File: config.mk
export PLATFORM = sky130hd
export DESIGN_NAME = vtp_scale
export DESIGN_NICKNAME = d
export VERILOG_FILES = /design/src/rtl/vtp_pkg.sv /design/src/rtl/vtp_scale.sv
export SDC_FILE = /design/constraint.sdc
export NUM_CORES = 1
export LEC_CHECK = 0
export BUFFER_PORTS_ARGS = -buffer_cell sky130_fd_sc_hd__buf_2
export CORE_MARGIN = 1.5
export CORE_UTILIZATION = 36
export DETAILED_ROUTE_END_ITERATION = 8
export GPL_TIMING_DRIVEN = 0
export SETUP_SLACK_MARGIN = 0.15
export SLEW_MARGIN = 20
export SYNTH_ARGS = -nofsm -noshare
export SYNTH_HDL_FRONTEND = slang
export SYNTH_SLANG_ARGS = --single-unit
File: constraint.sdc
create_clock -name i_clk -period 6.42 [get_ports i_clk]
set_clock_uncertainty 0.15 [all_clocks]
set_input_delay 0.321 -clock i_clk [delete_from_list [all_inputs] [get_ports i_clk]]
set_output_delay 0.321 -clock i_clk [all_outputs]
set_load 0.005 [all_outputs]
File: src/rtl/vtp_pkg.sv
`default_nettype none
package vtp_pkg;

    // Configuration register indexes.
    localparam logic [3:0] REG_ROT_X     = 4'd0;
    localparam logic [3:0] REG_ROT_Y     = 4'd1;
    localparam logic [3:0] REG_ROT_Z     = 4'd2;
    localparam logic [3:0] REG_TRANS     = 4'd3;
    localparam logic [3:0] REG_X_SCALE   = 4'd4;
    localparam logic [3:0] REG_Y_SCALE   = 4'd5;
    localparam logic [3:0] REG_DEPTH_OFS = 4'd6;
    localparam logic [3:0] REG_DEPTH_NUM = 4'd7;

    localparam logic [47:0] ROT_X_RESET = 48'h0000_0000_4000;
    localparam logic [47:0] ROT_Y_RESET = 48'h0000_4000_0000;
    localparam logic [47:0] ROT_Z_RESET = 48'h4000_0000_0000;

    // Fixed bias subtracted from the translated depth.
    localparam logic [15:0] TZ_BIAS = 16'd12288;

    // The long divider retires DIV_BITS quotient bits per stage.
    localparam int DIV_WIDTH  = 32;
    localparam int DIV_BITS   = 8;
    localparam int DIV_STAGES = DIV_WIDTH / DIV_BITS;

    typedef struct packed {
        logic signed [15:0] px;
        logic signed [15:0] py;
        logic signed [5:0]  rz;
        logic               zero;
    } t_view;

    typedef struct packed {
        logic [DIV_WIDTH-1:0] work;
        logic [4:0]           rem;
    } t_div_lane;

    typedef struct packed {
        logic [5:0] dvs;
        logic       neg_x;
        logic       neg_y;
        logic       neg_d;
        logic       zero;
    } t_div_ctl;

    typedef struct packed {
        t_div_lane lx;
        t_div_lane ly;
        t_div_lane ld;
        t_div_ctl  ctl;
    } t_div_pack;

endpackage
`default_nettype wire

File: src/rtl/vtp_scale.sv
`default_nettype none
module vtp_scale
    import vtp_pkg::*;
(
    input  wire logic        i_clk,
    input  wire logic        i_rst_n,
    input  wire logic        i_en,
    input  wire logic        i_vld,
    input  wire t_view       i_view,
    input  wire logic [15:0] i_x_scale,
    input  wire logic [15:0] i_y_scale,
    input  wire logic [31:0] i_depth_num,
    output logic             o_vld,
    output t_div_pack        o_pack
);

    logic signed [32:0] r_mx;
    logic signed [32:0] r_my;
    t_view              r_view;
    logic               r_vld3;
    logic               r_vld4;
    t_div_pack          r_pack;
    t_div_pack          n_pack;
    logic signed [21:0] sx;
    logic signed [21:0] sy;
    logic        [21:0] ax;
    logic        [21:0] ay;
    logic               rz_pos;

    // Third stage: projection scale products.
    always_ff @(posedge i_clk) begin
        if (i_en) begin
            r_mx   <= 33'($signed({1'b0, i_x_scale})) * 33'(i_view.px);
            r_my   <= 33'($signed({1'b0, i_y_scale})) * 33'(i_view.py);
            r_view <= i_view;
        end
    end

    // Fourth stage: split the signed divisions into magnitudes and quotient signs.
    always_comb begin
        sx     = r_mx[32:11];
        sy     = r_my[32:11];
        ax     = sx[21] ? 22'(-sx) : 22'(sx);
        ay     = sy[21] ? 22'(-sy) : 22'(sy);
        rz_pos = !r_view.rz[5] && !r_view.zero;

        n_pack.lx.work  = DIV_WIDTH'(ax);
        n_pack.lx.rem   = '0;
        n_pack.ly.work  = DIV_WIDTH'(ay);
        n_pack.ly.rem   = '0;
        n_pack.ld.work  = i_depth_num[31] ? (~i_depth_num + 32'd1) : i_depth_num;
        n_pack.ld.rem   = '0;
        n_pack.ctl.dvs  = r_view.rz[5] ? 6'(-r_view.rz) : 6'(r_view.rz);
        // Screen coordinates divide by the negated depth.
        n_pack.ctl.neg_x = sx[21] ^ rz_pos;
        n_pack.ctl.neg_y = sy[21] ^ rz_pos;
        n_pack.ctl.neg_d = i_depth_num[31] ^ r_view.rz[5];
        n_pack.ctl.zero  = r_view.zero;
    end

    always_ff @(posedge i_clk) begin
        if (i_en) begin
            r_pack <= n_pack;
        end
    end

    always_ff @(posedge i_clk) begin
        if (!i_rst_n) begin
            r_vld3 <= 1'b0;
            r_vld4 <= 1'b0;
        end else if (i_en) begin
            r_vld3 <= i_vld;
            r_vld4 <= r_vld3;
        end
    end

    assign o_vld  = r_vld4;
    assign o_pack = r_pack;

endmodule
`default_nettype wire

==> flow_summary.ini <==
[timing]
hold_viol = 0
rsz0062_at_grt = yes
worst_slew_pin_slew_ns = 0.647
final-setup-viol-count = 0
max_freq_mhz = 164
maxSlewViolCount = 0
period_share_pct = 95.1
min_period_ns = 6.11
max_slew_margin_pct = 56.5

[critical_path]
critPathArrivalTime_ns = 6.12
max_stage_delay_ns = 0.55
critPathBufInv = 5
cp_common_cell = fa_1
path_delay_family = adder cells
crit_required_ns = 6.43
criticalPathCategory = in2reg
startpoint_type = input port
crit_slowest_cell = fa_1
crit_path_max_fanout = 10
cp_cell_sequence = buf_4, clkbuf_8, nand2_1, fa_1, fa_1, inv_1, fa_1, fa_1, fa_1, inv_1, fa_1, inv_1, ha_4, a21o_1, a21o_1, a21oi_2, o31ai_2, o21ai_2, nand2_2, or4b_4, and2_4, xor2_2
worstSetupEndpointType = flip-flop

[clocking]
htreeDepth = 4
clk_pin_slew_worst_paths_ns = 0.07
cts_tree = done
clock_sinks = 139
cts_buffers = 17
clk_latency_ns = 0.42
clock_path_buffers = 2
root_buffer = clkbuf_16

[power_and_ir_drop]
total_power_uw = 14000
swShare_pct = 48.6
p_sw_uw = 6800
p_clk_share_pct = 7.2
p_leak_uw = 0.0131
power_frac_seq_pct = 14.9
p_int_uw = 7190
p_per_area_mw_per_mm2 = 532
combPwrFrac_pct = 77.9
vdd_drop_max_uv = 578

[die]
ios = 229
row_count = 91
fp.dieH_um = 254
core-area_sq_mm = 0.0621
die_x_um = 254
die_area_sq_mm = 0.0646
initial_core_util_pct = 36.6

[finish]
diodes = 0
fin_util_pct = 42.4
fin_nets = 3316
drive_gt1_share_pct = 14.0
area_delta_synth_final_pct = 15.9
fill_cells = 6028
fin_area_sq_mm = 0.0263

[routing]
drt-vias-per-instance = 4.77
drc = 0
drt-pass1-iter-count = 5
wl_per_cell_um = 17.2
drt_iter0_drc = 753
vias = 16400
routed_wl_um = 58900
ant_nets = 0

[synthesis]
synth_edf_count = 137
netlist_area_sq_mm = 0.0227
synthMuxAreaShare_pct = 0.0881
synthCells = 2316
async_flop_share_pct = 0
synthSimpleGateAreaFrac_pct = 14.4
netlist-cell-type-count = 51
yosysSeqAreaShare_pct = 18.3
synth-xor-area-share_pct = 4.74
avgSynthCellArea_sq_um = 9.81
synth-main-ff-cell = edfxtp_1
synth_adder_area_share_pct = 47.4
synth_warnings = 0
synth_compound_area_share_pct = 4.45
synth_top_family_by_area = adder cells
ys_ff_latch = 139

[flow_run]
max_cap_violations = 0

[worst_hold_path]
hold_path.class = in2reg

[global_routing]
grt_pass1_wl_um = 93300
grt_overflow = 0
grt_start_max_net_pins = 75
antenna_found_initial = 3
track_usage_pct = 18.6
grt_pass1_vias = 17700

[place]
finalWeightedCongestion = 0.923
port_buffers = 193
place_area_sq_mm = 0.0249
hpwl_um = 49300

[run_status]
outcome = finished clean
-- sequential cells by signal, summed over array words and instances (netlist names) --
signal,flops
r_view,6
o_pack,86
n_pack,1
o_vld,1
r_mx,22
r_my,22
r_vld3,1
-- final timing paths --
kind	start	endpoint	slack [ns]	cells past startpoint
setup / recovery	i_y_scale[15]	r_my[26]	0.31	22
hold / removal	i_vld	r_vld3	0.02	3
setup reg to reg	r_my[16]	o_pack[73]	3.88	6
hold reg to reg	n_pack[0]	o_pack[0]	0.33	0
-- synth_stat cells (all sizes together) (2+ instances only) --
| cell | instances | area share (%) |
|---|---|---|
| a2111oi | 2 | 0.077 |
| xor2 | 30 | 1.2 |
| dfxtp | 2 | 0.18 |
| o41ai | 9 | 0.38 |
| and2 | 236 | 6.5 |
| inv | 502 | 8.3 |
| and3 | 2 | 0.055 |
| nand2 | 294 | 4.9 |
| clkbuf | 72 | 1.2 |
| o21a | 2 | 0.066 |
| nand3 | 12 | 0.26 |
| nor2 | 40 | 0.66 |
| o21bai | 5 | 0.17 |
| ha | 242 | 13 |
| nor3 | 12 | 0.26 |
| or2 | 3 | 0.083 |
| nor4b | 4 | 0.15 |
| xnor2 | 93 | 3.6 |
| o211ai | 2 | 0.066 |
| or3 | 8 | 0.24 |
| nor2b | 3 | 0.083 |
| a21o | 25 | 0.83 |
| a211oi | 3 | 0.099 |
| buf | 36 | 1.2 |
| nand2b | 18 | 0.50 |
| a21oi | 40 | 0.88 |
| or4 | 8 | 0.28 |
| fa | 386 | 34 |
| a31oi | 6 | 0.17 |
| nand4 | 9 | 0.25 |
| nor4 | 4 | 0.11 |
| edfxtp | 137 | 18 |
| mux2i | 2 | 0.088 |
| o21ai | 36 | 0.79 |
| o31ai | 19 | 0.63 |
| a311oi | 2 | 0.077 |
-- worst min-delay path, cell delays in order --
cell,delay [ns]
buf_2,0.07
mux2i_1,0.05
nor2b_1,0.10
-- power by group through the flow --
stage | combinational, uW | clock (uW) | sequential, uW
6_report | 10900 | 1010 | 2080
4_1_cts | 10500 | 1030 | 2090
3_3_place_gp | 9900 | 0 | 2100
3_5_place_dp | 10100 | 0 | 2100
5_1_grt | 12400 | 1070 | 2120
2_1_floorplan | 7460 | 0 | 2060
-- through the flow --
stage	setup TNS, ns	setup WS [ns]	hold WS, ns	cells
after floorplan	0	0.152	0.270	2350
after global placement	-22.52	-1.48	0.328	3380
after detailed placement	-19.65	-1.23	0.328	3381
after CTS	0	0.128	0.00455	3420
after global routing	0	0.136	0.0223	3431
final	0	0.314	0.0203	3431
-- placed cells by master, fill, tap and decap left out, types with 8 or more instances in the layout --
master,synthesis,final
buf_8,0,11
fa_1,386,386
conb_1,1,35
nand2b_1,18,18
nand4_1,9,9
ha_1,242,239
clkbuf_4,0,11
dlygate4sd3_1,0,9
clkbuf_2,0,12
nand2_1,294,292
nor2_1,40,39
edfxtp_1,137,137
buf_4,35,67
inv_1,502,502
a21oi_1,40,35
nand3_1,12,12
xnor2_1,93,92
o41ai_1,8,8
and2_1,236,234
nor3_1,12,10
clkbuf_1,72,13
o21ai_0,36,33
o31ai_1,19,18
buf_2,0,177
xor2_1,30,29
clkbuf_16,0,22
a21o_1,25,25
-- repair_timing --
| item | CTS | global route |
|---|---|---|
| hold endpoints to repair | 10 | 0 |
| pin swaps | 7 | 16 |
| buffers inserted | 2 | 10 |
| gates resized for setup | 126 | 100 |
| hold buffers | 9 | 0 |
| endpoints found under the setup margin | 24 | 12 |
| cloned | 0 | 1 |
-- per-layer routing --
layer / track usage (%) / wire (um) / up-vias
met5: 0 / 13 / -
met4: 5.17 / 1520 / 2
met3: 2.52 / 3280 / 87
met2: 32.9 / 29000 / 490
met1: 23.9 / 25000 / 8232
li1: - / - / 7571
-- kinds of logic after synthesis --
| logic type | after synthesis |
|---|---|
| AO/OA/AOI/OAI | 157 |
| XOR/XNOR | 123 |
| adder cells (fa/ha/maj) | 628 |
| buffers and inverters | 611 |
| flip-flops | 139 |
| multiplexers | 2 |
| other | 1 |
| AND/OR/NAND/NOR | 655 |
-- final cells by class --
type,instances,area (sq um),share of cell area (%)
Multi-Input combinational cell,1600,16400,62.5
Clock buffer,17,425,1.62
Sequential cell,139,4150,15.8
Clock inverter,15,193,0.732
Timing Repair Buffer,216,1260,4.79
Inverter,503,1890,7.19
Tap cell,837,1050,3.98
Buffer,104,902,3.43
Note: power is estimated with default switching activity, not from simulation.
