$ cat config.mk
export PLATFORM = sky130hd
export DESIGN_NAME = vtp_div_stage
export DESIGN_NICKNAME = d
export VERILOG_FILES = /design/src/rtl/vtp_pkg.sv /design/src/rtl/vtp_div_stage.sv
export SDC_FILE = /design/constraint.sdc
export NUM_CORES = 1
export LEC_CHECK = 0
export ABC_AREA = 0
export BUFFER_PORTS_ARGS = -buffer_cell sky130_fd_sc_hd__buf_2
export CAP_MARGIN = 0
export CORE_MARGIN = 4
export CORE_UTILIZATION = 60
export CTS_BUF_LIST = sky130_fd_sc_hd__clkbuf_4 sky130_fd_sc_hd__clkbuf_8
export DETAILED_ROUTE_END_ITERATION = 16
export GPL_TIMING_DRIVEN = 0
export PLACE_DENSITY_LB_ADDON = 0.05
export SLEW_MARGIN = 20
export SYNTH_ARGS = -nofsm -noshare
export SYNTH_HDL_FRONTEND = slang
export SYNTH_SLANG_ARGS = --single-unit
$ cat constraint.sdc
create_clock -name i_clk -period 35.4 [get_ports i_clk]
set_input_delay 5.31 -clock i_clk [delete_from_list [all_inputs] [get_ports i_clk]]
set_output_delay 5.31 -clock i_clk [all_outputs]
set_load 0.01 [all_outputs]
$ cat src/rtl/vtp_pkg.sv
`default_nettype none
package vtp_pkg;

    // Configuration register indexes.
    localparam logic [3:0] REG_ROT_X     = 4'd0;
    localparam logic [3:0] REG_ROT_Y     = 4'd1;
    localparam logic [3:0] REG_ROT_Z     = 4'd2;
    localparam logic [3:0] REG_TRANS     = 4'd3;
    localparam logic [3:0] REG_X_SCALE   = 4'd4;
    localparam logic [3:0] REG_Y_SCALE   = 4'd5;
    localparam logic [3:0] REG_DEPTH_OFS = 4'd6;
    localparam logic [3:0] REG_DEPTH_NUM = 4'd7;

    localparam logic [47:0] ROT_X_RESET = 48'h0000_0000_4000;
    localparam logic [47:0] ROT_Y_RESET = 48'h0000_4000_0000;
    localparam logic [47:0] ROT_Z_RESET = 48'h4000_0000_0000;

    // Fixed bias subtracted from the translated depth.
    localparam logic [15:0] TZ_BIAS = 16'd12288;

    // The long divider retires DIV_BITS quotient bits per stage.
    localparam int DIV_WIDTH  = 32;
    localparam int DIV_BITS   = 8;
    localparam int DIV_STAGES = DIV_WIDTH / DIV_BITS;

    typedef struct packed {
        logic signed [15:0] px;
        logic signed [15:0] py;
        logic signed [5:0]  rz;
        logic               zero;
    } t_view;

    typedef struct packed {
        logic [DIV_WIDTH-1:0] work;
        logic [4:0]           rem;
    } t_div_lane;

    typedef struct packed {
        logic [5:0] dvs;
        logic       neg_x;
        logic       neg_y;
        logic       neg_d;
        logic       zero;
    } t_div_ctl;

    typedef struct packed {
        t_div_lane lx;
        t_div_lane ly;
        t_div_lane ld;
        t_div_ctl  ctl;
    } t_div_pack;

endpackage
`default_nettype wire

$ cat src/rtl/vtp_div_stage.sv
`default_nettype none
module vtp_div_stage
    import vtp_pkg::*;
(
    input  wire logic      i_clk,
    input  wire logic      i_rst_n,
    input  wire logic      i_en,
    input  wire logic      i_vld,
    input  wire t_div_pack i_pack,
    output logic           o_vld,
    output t_div_pack      o_pack
);

    logic      r_vld;
    t_div_pack r_pack;
    t_div_pack n_pack;

    // Restoring long division, DIV_BITS quotient bits shifted into the low end.
    function automatic t_div_lane div_step(input t_div_lane a, input logic [5:0] d);
        logic [5:0] t;
        t_div_lane  r;
        r = a;
        for (int i = 0; i < DIV_BITS; i++) begin
            t      = {r.rem, r.work[DIV_WIDTH-1]};
            r.work = {r.work[DIV_WIDTH-2:0], (t >= d)};
            if (t >= d) begin
                t = t - d;
            end
            r.rem = t[4:0];
        end
        return r;
    endfunction

    always_comb begin
        n_pack     = i_pack;
        n_pack.lx  = div_step(i_pack.lx, i_pack.ctl.dvs);
        n_pack.ly  = div_step(i_pack.ly, i_pack.ctl.dvs);
        n_pack.ld  = div_step(i_pack.ld, i_pack.ctl.dvs);
    end

    always_ff @(posedge i_clk) begin
        if (i_en) begin
            r_pack <= n_pack;
        end
    end

    always_ff @(posedge i_clk) begin
        if (!i_rst_n) begin
            r_vld <= 1'b0;
        end else if (i_en) begin
            r_vld <= i_vld;
        end
    end

    assign o_vld  = r_vld;
    assign o_pack = r_pack;

`ifndef SYNTHESIS
    a_zero_flag: assert property (@(posedge i_clk) disable iff (!i_rst_n)
        r_vld |-> ((r_pack.ctl.dvs == 6'd0) == r_pack.ctl.zero))
        else $error("divisor magnitude disagrees with zero-depth flag");
    a_rem_x: assert property (@(posedge i_clk) disable iff (!i_rst_n)
        r_vld && !r_pack.ctl.zero |-> ({1'b0, r_pack.lx.rem} < r_pack.ctl.dvs))
        else $error("x remainder not below divisor");
    a_rem_y: assert property (@(posedge i_clk) disable iff (!i_rst_n)
        r_vld && !r_pack.ctl.zero |-> ({1'b0, r_pack.ly.rem} < r_pack.ctl.dvs))
        else $error("y remainder not below divisor");
    a_rem_d: assert property (@(posedge i_clk) disable iff (!i_rst_n)
        r_vld && !r_pack.ctl.zero |-> ({1'b0, r_pack.ld.rem} < r_pack.ctl.dvs))
        else $error("depth remainder not below divisor");
`endif

endmodule
`default_nettype wire

==> results of run 1 <==
## path summary, 6_finish.rpt
check / from / end / slack, ns / cells after the start
max reg2reg: o_vld / o_vld / 34.77 / 2
min reg2reg: o_vld / o_vld / 0.57 / 2
min: o_vld / o_vld / 0.57 / 2
max: i_pack[5] / o_pack[86] / 16.19 / 56
## layout make-up
cell class / instances / area share [%]
antenna: 2 / 0.0418
buffer: 3 / 0.0942
clock buffer: 17 / 1.96
clock inverter: 15 / 1.57
inverter: 117 / 3.67
multi-input combinational: 683 / 49.0
sequential: 122 / 30.6
tap: 216 / 2.26
timing repair buffer: 248 / 10.8
## layer usage
| metal | up-vias | share of wire, % | track usage [%] |
|---|---|---|---|
| li1 | 3933 | - | - |
| met3 | 39 | 6.1 | 5.51 |
| met1 | 3656 | 41 | 30.5 |
| met2 | 207 | 51 | 47.9 |
| met4 | 0 | 2.6 | 9.65 |
| met5 | - | 0 | 0 |
## flip-flops by register name, indices dropped and copies added (netlist names)
| register | count |
|---|---|
| o_pack | 121 |
| o_vld | 1 |
## worst reg2reg max path, stage by stage (launching register included)
cell     delay (ns)
dfxtp_1        0.32
mux2i_1        0.13
nor2b_1        0.07
## cells in the final DEF (no fill, tap or decap), types with 20 or more instances in the layout
cell type | Yosys | routed
a21o_1 | 38 | 38
a21oi_1 | 61 | 61
buf_2 | 0 | 245
edfxtp_1 | 121 | 121
fa_1 | 24 | 24
ha_1 | 144 | 144
inv_1 | 110 | 105
mux2_2 | 46 | 46
nand2_1 | 46 | 46
nor2_1 | 36 | 36
o21a_1 | 20 | 20
o21ai_0 | 39 | 39
xnor2_1 | 35 | 35
xor2_1 | 30 | 30
## per-stage QoR
stage               area [um2]  util, %
floorplan                 9970        -
global placement         11500     71.4
detailed placement       11500     71.8
CTS                      12000     74.4
global route             12000     74.5
finish                   12000     74.5
## cells by family after synthesis
kind of cell / Yosys count / share of synthesized area, %
compound gates: 242 / 16.1
fa+ha+maj: 168 / 22.9
simple gates: 144 / 6.98
flops: 122 / 36.6
buf+inv: 120 / 4.52
xor+xnor: 65 / 5.71
mux: 64 / 7.17
==> metrics.md, run 1 <==
| Metric | Value |
|---|---|
| Register area | around 0.0037 mm2 |
| Most frequent cells after synthesis | ha_1 (144), edfxtp_1 (121), inv_1 (110) |
| Hold WC Path Type | register to register |
| Final setup fails | 0 |
| Final WS setup | 16.19 ns |
| Place WS | around 16 ns |
| Fin nets | approximately 1500 |
| Dominant synthesized flop cell | edfxtp_1 |
| Count leader, synth | ha_1 |
| Gr usage total | 26.3% |
| Post-CTS sizing | 0 |
| Post-CTS setup buffer count | 0 |
| Area Overhead vs Synth | 20.0% |
| Max Cap Violations | 0 |
| Post-synth cell types | 56 |
| CORE AREA | about 0.016 mm2 |
| Worst Tran Pin Value | 0.949 ns |
| Crit share post-route | 54.3% |
| Clock Tree Buf Depth | 2 |
| Die Area | 0.0187 mm2 |
| Final hold slack | about 0.57 ns |
| Share of the synthesized area in the top cell type | roughly 36% |
| Slew Limit Fails | 0 |
| Overflow after GRT | 0 |
| CTS tree | built |
| Period minus WS final | between 15 and 20 ns |
| Number of synthesized flops with an enable pin | between 100 and 150 |
| FMAX | approximately 52 MHz |
| Post-synthesis cell count | about 930 |
| DRC errors left | 0 |
| Ys Warns | 0 |
| Synthesized flop and latch total | 122 |
| Critical Path Max Stage Delay | 0.71 ns |
| Synth async-reset ratio | 0% |
| Multi-input gate area | between 0.005 and 0.006 mm2 |
| Hold Fails Final Rpt | 0 |
| Vias/cell | 5.51 |
| Buffers and inverters on the worst path | 8 |
| FILL cells | roughly 1200 |
| Post-DRT Antenna Nets | 0 |
| CP dominant cell by count | ha_1 |
| Critical path launch point type | input pin |
| DRT iter0 DRCs | 274 |
| CTS root buffer | clkbuf_8 |
| Die width | 137 um |
| Starting Density | around 62% |
| Overall die height | 137 um |
| Required @ worst endpoint | about 36 ns |
| Synth Net Count | between 1000 and 1500 |
| H-tree Lvls | 4 |
| Initial antenna violation count | 2 |
| WP data arrival | approximately 19 ns |
| Synth Cell Area | 0.00997 mm2 |
| Crit-path max FO | 20 |
| PortBufs | about 250 |
| First-pass GRT wire length | between 30 and 40 mm |
| Vias | approximately 8000 |
| Largest net degree at the start of global routing | 64 |
| Slew headroom | 36.7% |
| Clock transition at the registers of the reported paths | 0.08 ns |
| I/O pin count | about 250 |
| Critical path type | input pin to register |
| RePlAce Congestion | roughly 0.84 |
| RSZ-0062 raised after global routing | false |
| Top cells by area, synth | edfxtp_1 (36%), ha_1 (18%), mux2_2 (5.2%), fa_1 (4.8%), inv_1 (4.1%) |
| FP Rows | 46 |
| Critical Path Sink Type | register |
| Crit-path slowest cell | buf_2 |
| Post-synthesis sequential area ratio | 36.6% |
| Wirelength per Cell | 17.4 um |
| Hold Buf Count CTS | 0 |
| Setup TNS | 0 ns |
| Placed insts | around 1400 |
| DPL Wire Length | 19.3 mm |
| Pre-Repair DR Iteration Count | 4 |
| Share of cells above drive strength 1 | 29.9% |
| Post-route non-filler standard cell count | approximately 1400 |
| Total wire length | approximately 25 mm |
| Clock Latency Late Sink | roughly 0.43 ns |
| Outcome | completed |
| Clock sinks | roughly 120 |
| Mapped Avg Cell Area | ~11 um2 |
| CTS buffer count | 17 |
| Vias in the first global route | around 7700 |
| CP top delay family | compound AO/OA/AOI/OAI gates |
| Final Skew | 0 ns |
| Yosys top cell by area | edfxtp_1 |
Power of run 1 is not shown: default switching activity piles up to over one toggle a cycle in this logic, so the estimate is an artifact.
==> inputs of run 2 (changes only) <==
--- a/config.mk
+++ b/config.mk
@@ -9,7 +9,7 @@
 export BUFFER_PORTS_ARGS = -buffer_cell sky130_fd_sc_hd__buf_2
 export CAP_MARGIN = 0
 export CORE_MARGIN = 4
-export CORE_UTILIZATION = 60
+export CORE_UTILIZATION = 56
 export CTS_BUF_LIST = sky130_fd_sc_hd__clkbuf_4 sky130_fd_sc_hd__clkbuf_8
 export DETAILED_ROUTE_END_ITERATION = 16
 export GPL_TIMING_DRIVEN = 0
==> constraint.sdc (replaced) <==
create_clock -name i_clk -period 17.8 [get_ports i_clk]
set_input_delay 2.67 -clock i_clk [delete_from_list [all_inputs] [get_ports i_clk]]
set_output_delay 2.67 -clock i_clk [all_outputs]
set_load 0.01 [all_outputs]
==> run 2 against run 1 <==
Core utilization shrank 5.7 points. Largest cell class unchanged. Critical path depth is the same. Sequential share of layout area about the same. Worst hold slack lost 0.021 ns. Worst setup slack got worse by 15 ns. Cell area shrank 0.16%. First-iteration DRC count down 23%.
==> metrics.md, run 2 (synthesis results as in run 1) <==
| Metric | Value |
|---|---|
| Area Overhead vs Synth | 19.8% |
| Post-CTS setup buffer count | 0 (unchanged) |
| Crit share post-route | approximately 93% |
| Placed insts | 1398 (+0.65%) |
| Clock sinks | 122 (unchanged) |
| Critical Path Sink Type | register |
| PortBufs | 246 (unchanged) |
| I/O pin count | 247 (unchanged) |
| Crit-path max FO | 24 (+20%) |
| Post-route non-filler standard cell count | 1429 (+0.42%) |
| Vias/cell | 5.47 (-0.61%) |
| Final hold slack | 0.546 ns (-0.0210 ns) |
| Final Skew | 0 ns (unchanged) |
| RSZ-0062 raised after global routing | false |
| CTS buffer count | 17 (unchanged) |
| DRC errors left | 0 (unchanged) |
| Clock Tree Buf Depth | 2 (unchanged) |
| Required @ worst endpoint | 17.98 ns (-17.61 ns) |
| CP dominant cell by count | ha_1 |
| Overflow after GRT | 0 (unchanged) |
| Clock Latency Late Sink | 0.43 ns (about the same) |
| Setup TNS | 0 ns (unchanged) |
| FP Rows | 48 (+4.3%) |
| Total wire length | 24.8 mm (-0.20%) |
| FMAX | 60.6 MHz |
| Overall die height | 141 um (+3.3%) |
| Hold Fails Final Rpt | 0 (unchanged) |
| Initial antenna violation count | 0 (-2) |
| DPL Wire Length | 19.0 mm (-1.6%) |
| Antenna diode instance count | 0 (-2) |
| Outcome | completed |
| First-pass GRT wire length | 39.1 mm (+2.2%) |
| DRT iter0 DRCs | 212 (-23%) |
| Hold WC Path Type | register to register |
| Commonest non-fill, non-tap cells in the layout | buf_2 (244), ha_1 (144), edfxtp_1 (121) |
| H-tree Lvls | 4 (unchanged) |
| Buffers and inverters on the worst path | 7 (-1) |
| Share of cells above drive strength 1 | 29.6% (-0.31 points) |
| Gr usage total | 24.6% (-1.8 points) |
| Final setup fails | 0 (unchanged) |
| Period minus WS final | 16.49 ns |
| Die width | 141 um (+3.3%) |
| RePlAce Congestion | 0.816 (-3.2%) |
| Critical path type | input pin to register |
| Slew Limit Fails | 0 (unchanged) |
| Clock transition at the registers of the reported paths | 0.07 ns (about the same) |
| Vias | 7820 (-0.19%) |
| CTS root buffer | clkbuf_8 |
| Post-CTS sizing | 0 (unchanged) |
| Largest net degree at the start of global routing | 88 (+38%) |
| Worst Tran Pin Value | 1.09 ns (+0.141 ns) |
| Critical Path Max Stage Delay | 0.83 ns (+0.12 ns) |
| Wirelength per Cell | 17.3 um (-0.62%) |
| CP top delay family | compound AO/OA/AOI/OAI gates |
| Die Area | 0.0200 mm2 (+6.7%) |
| CTS tree | built |
| Hold Buf Count CTS | 0 (unchanged) |
| Max Cap Violations | 0 (unchanged) |
| Crit-path slowest cell | clkinv_1 |
| Slew headroom | 26.9% (-9.8 points) |
| Vias in the first global route | 7645 (-1.2%) |
| WP data arrival | 16.68 ns (-2.72 ns) |
| Starting Density | 57.4% (-4.6 points) |
| Pre-Repair DR Iteration Count | 4 (unchanged) |
| Max FFs per register | 121 (unchanged) |
| CORE AREA | 0.0174 mm2 (+8.1%) |
| Post-DRT Antenna Nets | 0 (unchanged) |
| Post-layout util | 68.8% (-5.7 points) |
| Fin nets | 1485 (unchanged) |
| Commonest non-fill, non-tap cell in the layout | buf_2 |
| Critical path launch point type | input pin |
-- run 2: changes by cell type in the layout (fill, tap and decap cells not counted), moves of 2 or more --
cell	delta
clkbuf_4	+2
clkinv_1	+3
inv_6	-5
diode_2	-2
-- run 2: final timing paths --
check | start | to | slack, ns | cells after the start
worst max-delay path | i_pack[8] | o_pack[86] | 1.31 | 56
worst min-delay path | o_vld | o_vld | 0.55 | 2
worst max register to register | o_vld | o_vld | 17.18 | 2
worst min register to register | o_vld | o_vld | 0.55 | 2
-- run 2: per-stage QoR --
step / worst slack, ns / cell area (um2)
2_1_floorplan: 3.40 / 9970
3_5_place_dp: 0.619 / 11500
6_report: 1.31 / 11900
4_1_cts: 1.03 / 11900
3_3_place_gp: 0.224 / 11500
5_1_grt: 0.249 / 11900
-- run 2: final cells by class --
class,instances,area (um2)
plain buffers,3,11.3
clock buffers,18,241
inverters,117,439
multi-input cells,683,5870
clock inverters,13,153
repair buffers,248,1290
well taps,225,282
flip-flops and latches,122,3650
fillers,1359,5420
-- run 2: layer usage --
| metal | share of wire (%) | global-route usage [%] | vias up |
|---|---|---|---|
| met3 | 6.1 | 4.52 | 21 |
| met5 | 0 | 0 | - |
| met2 | 52 | 44.8 | 186 |
| met4 | 1.3 | 7.02 | 0 |
| li1 | - | - | 3931 |
| met1 | 41 | 29.6 | 3682 |
-- run 2: worst register-to-register path: stages (launching register included) --
cell     delay, ns
dfxtp_1       0.31
mux2i_1       0.13
nor2b_1       0.06
Power of run 2 is left out for the same reason.
==> inputs of run 3 (changes only) <==
--- a/config.mk
+++ b/config.mk
@@ -9,8 +9,7 @@
 export BUFFER_PORTS_ARGS = -buffer_cell sky130_fd_sc_hd__buf_2
 export CAP_MARGIN = 0
 export CORE_MARGIN = 4
-export CORE_UTILIZATION = 56
-export CTS_BUF_LIST = sky130_fd_sc_hd__clkbuf_4 sky130_fd_sc_hd__clkbuf_8
+export CORE_UTILIZATION = 55
 export DETAILED_ROUTE_END_ITERATION = 16
 export GPL_TIMING_DRIVEN = 0
 export PLACE_DENSITY_LB_ADDON = 0.05
==> run 3 against run 2 <==
Non-clock buffer count is the same. Sequential cell count is the same. First-iteration DRC count grew 73%. Worst hold slack lost 0.020 ns. Cell count grew 0.14%. Clock skew is the same. Worst setup slack lost 0.25 ns. Sequential share of layout area shrank 0.50 points. Count of clock-buffer cells in the layout is the same. Core utilization grew 0.43 points. Global-route usage shrank 0.65 points. Largest cell class unchanged.
==> metrics.md, run 3 (synthesis results as in run 1) <==
| Metric | Value |
|---|---|
| Outcome | completed |
| Fin nets | 1485 (unchanged) |
| Hold WC Path Type | register to register |
| H-tree Lvls | 4 (unchanged) |
| Crit-path max FO | 24 (unchanged) |
| Die width | 143 um (+0.86%) |
| Hold Fails Final Rpt | 0 (unchanged) |
| Final setup fails | 0 (unchanged) |
| CP dominant cell by count | ha_1 |
| Vias | 7973 (+2.0%) |
| CTS buffer count | 17 (unchanged) |
| First-pass GRT wire length | 38.9 mm (-0.35%) |
| Final Skew | 0 ns (unchanged) |
| Pre-Repair DR Iteration Count | 4 (unchanged) |
| RSZ-0062 raised after global routing | false |
| Critical Path Sink Type | register |
| Worst Tran Pin Value | 1.10 ns (+0.0139 ns) |
| Clock transition at the registers of the reported paths | 0.06 ns (about the same) |
| Setup TNS | 0 ns (unchanged) |
| WP data arrival | 16.91 ns (+0.23 ns) |
| Critical path launch point type | input pin |
| Largest net degree at the start of global routing | 88 (unchanged) |
| Max Cap Violations | 0 (unchanged) |
| CORE AREA | 0.0175 mm2 (+1.0%) |
| Die Area | 0.0203 mm2 (+1.7%) |
| Max FFs per register | 121 (unchanged) |
| Commonest non-fill, non-tap cell in the layout | buf_2 |
| PortBufs | 246 (unchanged) |
| DRC errors left | 0 (unchanged) |
| Slew Limit Fails | 0 (unchanged) |
| Period minus WS final | 16.75 ns (+0.255 ns) |
| Starting Density | 56.8% (-0.59 points) |
| Post-CTS setup buffer count | 0 (unchanged) |
| DPL Wire Length | 19.1 mm (+0.82%) |
| FMAX | 59.7 MHz (-1.5%) |
| Clock sinks | 122 (unchanged) |
| Crit share post-route | 94.1% (+1.4 points) |
| Share of cells above drive strength 1 | 29.6% (+0.058 points) |
| Initial antenna violation count | 1 (+1) |
| Critical Path Max Stage Delay | 0.83 ns (about the same) |
| Area Overhead vs Synth | 21.8% |
| DRT iter0 DRCs | 367 (+73%) |
| Required @ worst endpoint | 17.96 ns (-0.02 ns) |
| Total wire length | 25.2 mm (+1.5%) |
| Wirelength per Cell | 17.6 um (+1.4%) |
| Clock Tree Buf Depth | 2 (unchanged) |
| Overall die height | 143 um (+0.86%) |
| Vias/cell | 5.57 (+1.8%) |
| FILL cells | 1372 (+0.96%) |
| Crit-path slowest cell | clkinv_1 |
| Clock Latency Late Sink | 0.41 ns (-0.02 ns) |
| Vias in the first global route | 7611 (-0.44%) |
| FP Rows | 48 (unchanged) |
| RePlAce Congestion | 0.800 (-2.0%) |
| I/O pin count | 247 (unchanged) |
| CTS tree | built |
| Post-DRT Antenna Nets | 0 (unchanged) |
| Overflow after GRT | 0 (unchanged) |
| Gr usage total | 23.9% (-0.65 points) |
| CTS root buffer | clkbuf_16 |
| Critical path type | input pin to register |
| Slew headroom | 26.0% (-0.93 points) |
| Commonest non-fill, non-tap cells in the layout | buf_2 (244), ha_1 (144), edfxtp_1 (121) |
[run 3: cell type report]
class | count | area, um2 | area share (%)
multi-input combinational | 683 | 5870 | 48.3
sequential | 122 | 3650 | 30.1
timing repair buffer | 248 | 1290 | 10.7
inverter | 117 | 439 | 3.62
clock buffer | 18 | 429 | 3.54
tap | 225 | 282 | 2.32
clock inverter | 14 | 161 | 1.33
buffer | 3 | 11.3 | 0.0928
antenna | 1 | 2.50 | 0.0206
[run 3: final timing paths]
| check | slack (ns) | from | endpoint | cells past startpoint |
|---|---|---|---|---|
| setup / recovery | 1.05 | i_pack[9] | o_pack[87] | 56 |
| hold / removal | 0.53 | o_vld | o_vld | 2 |
| setup reg to reg | 17.21 | o_vld | o_vld | 2 |
| hold reg to reg | 0.53 | o_vld | o_vld | 2 |
[run 3: routing by layer]
metal / vias up / global-route usage (%) / part of all wire [%]
met5: - / 0 / 0
met4: 0 / 6.70 / 1.6
met3: 23 / 4.72 / 6.4
met2: 239 / 40.5 / 49
met1: 3770 / 31.4 / 43
li1: 3941 / - / -
[run 3: worst max-delay path, delay by kind of cell]
kind                       cells  cell delay [ns]
AOI/OAI and AO/OA             28             5.87
and+or+nand+nor               10             2.00
muxes                          3             1.21
buffers and inverters          7             1.98
adders and majority gates      8             3.13
[run 3: through the flow]
step	cell area (um2)	util, %	std cells	hold WS (ns)	setup slack, ns
floorplan	9970	-	925	0.538	3.40
global placement	11500	65.5	1396	0.497	0.0919
detailed placement	11500	65.8	1398	0.504	0.496
CTS	12100	69.2	1430	0.520	0.773
global route	12100	69.2	1431	0.586	0.0473
finish	12100	69.2	1431	0.526	1.05
[run 3: timing repair]
action / in CTS / in global routing
setup endpoints to repair: 0 / 6
resized for setup: 0 / 1
hold buffers: 0 / 0
Power of run 3 is left out for the same reason.
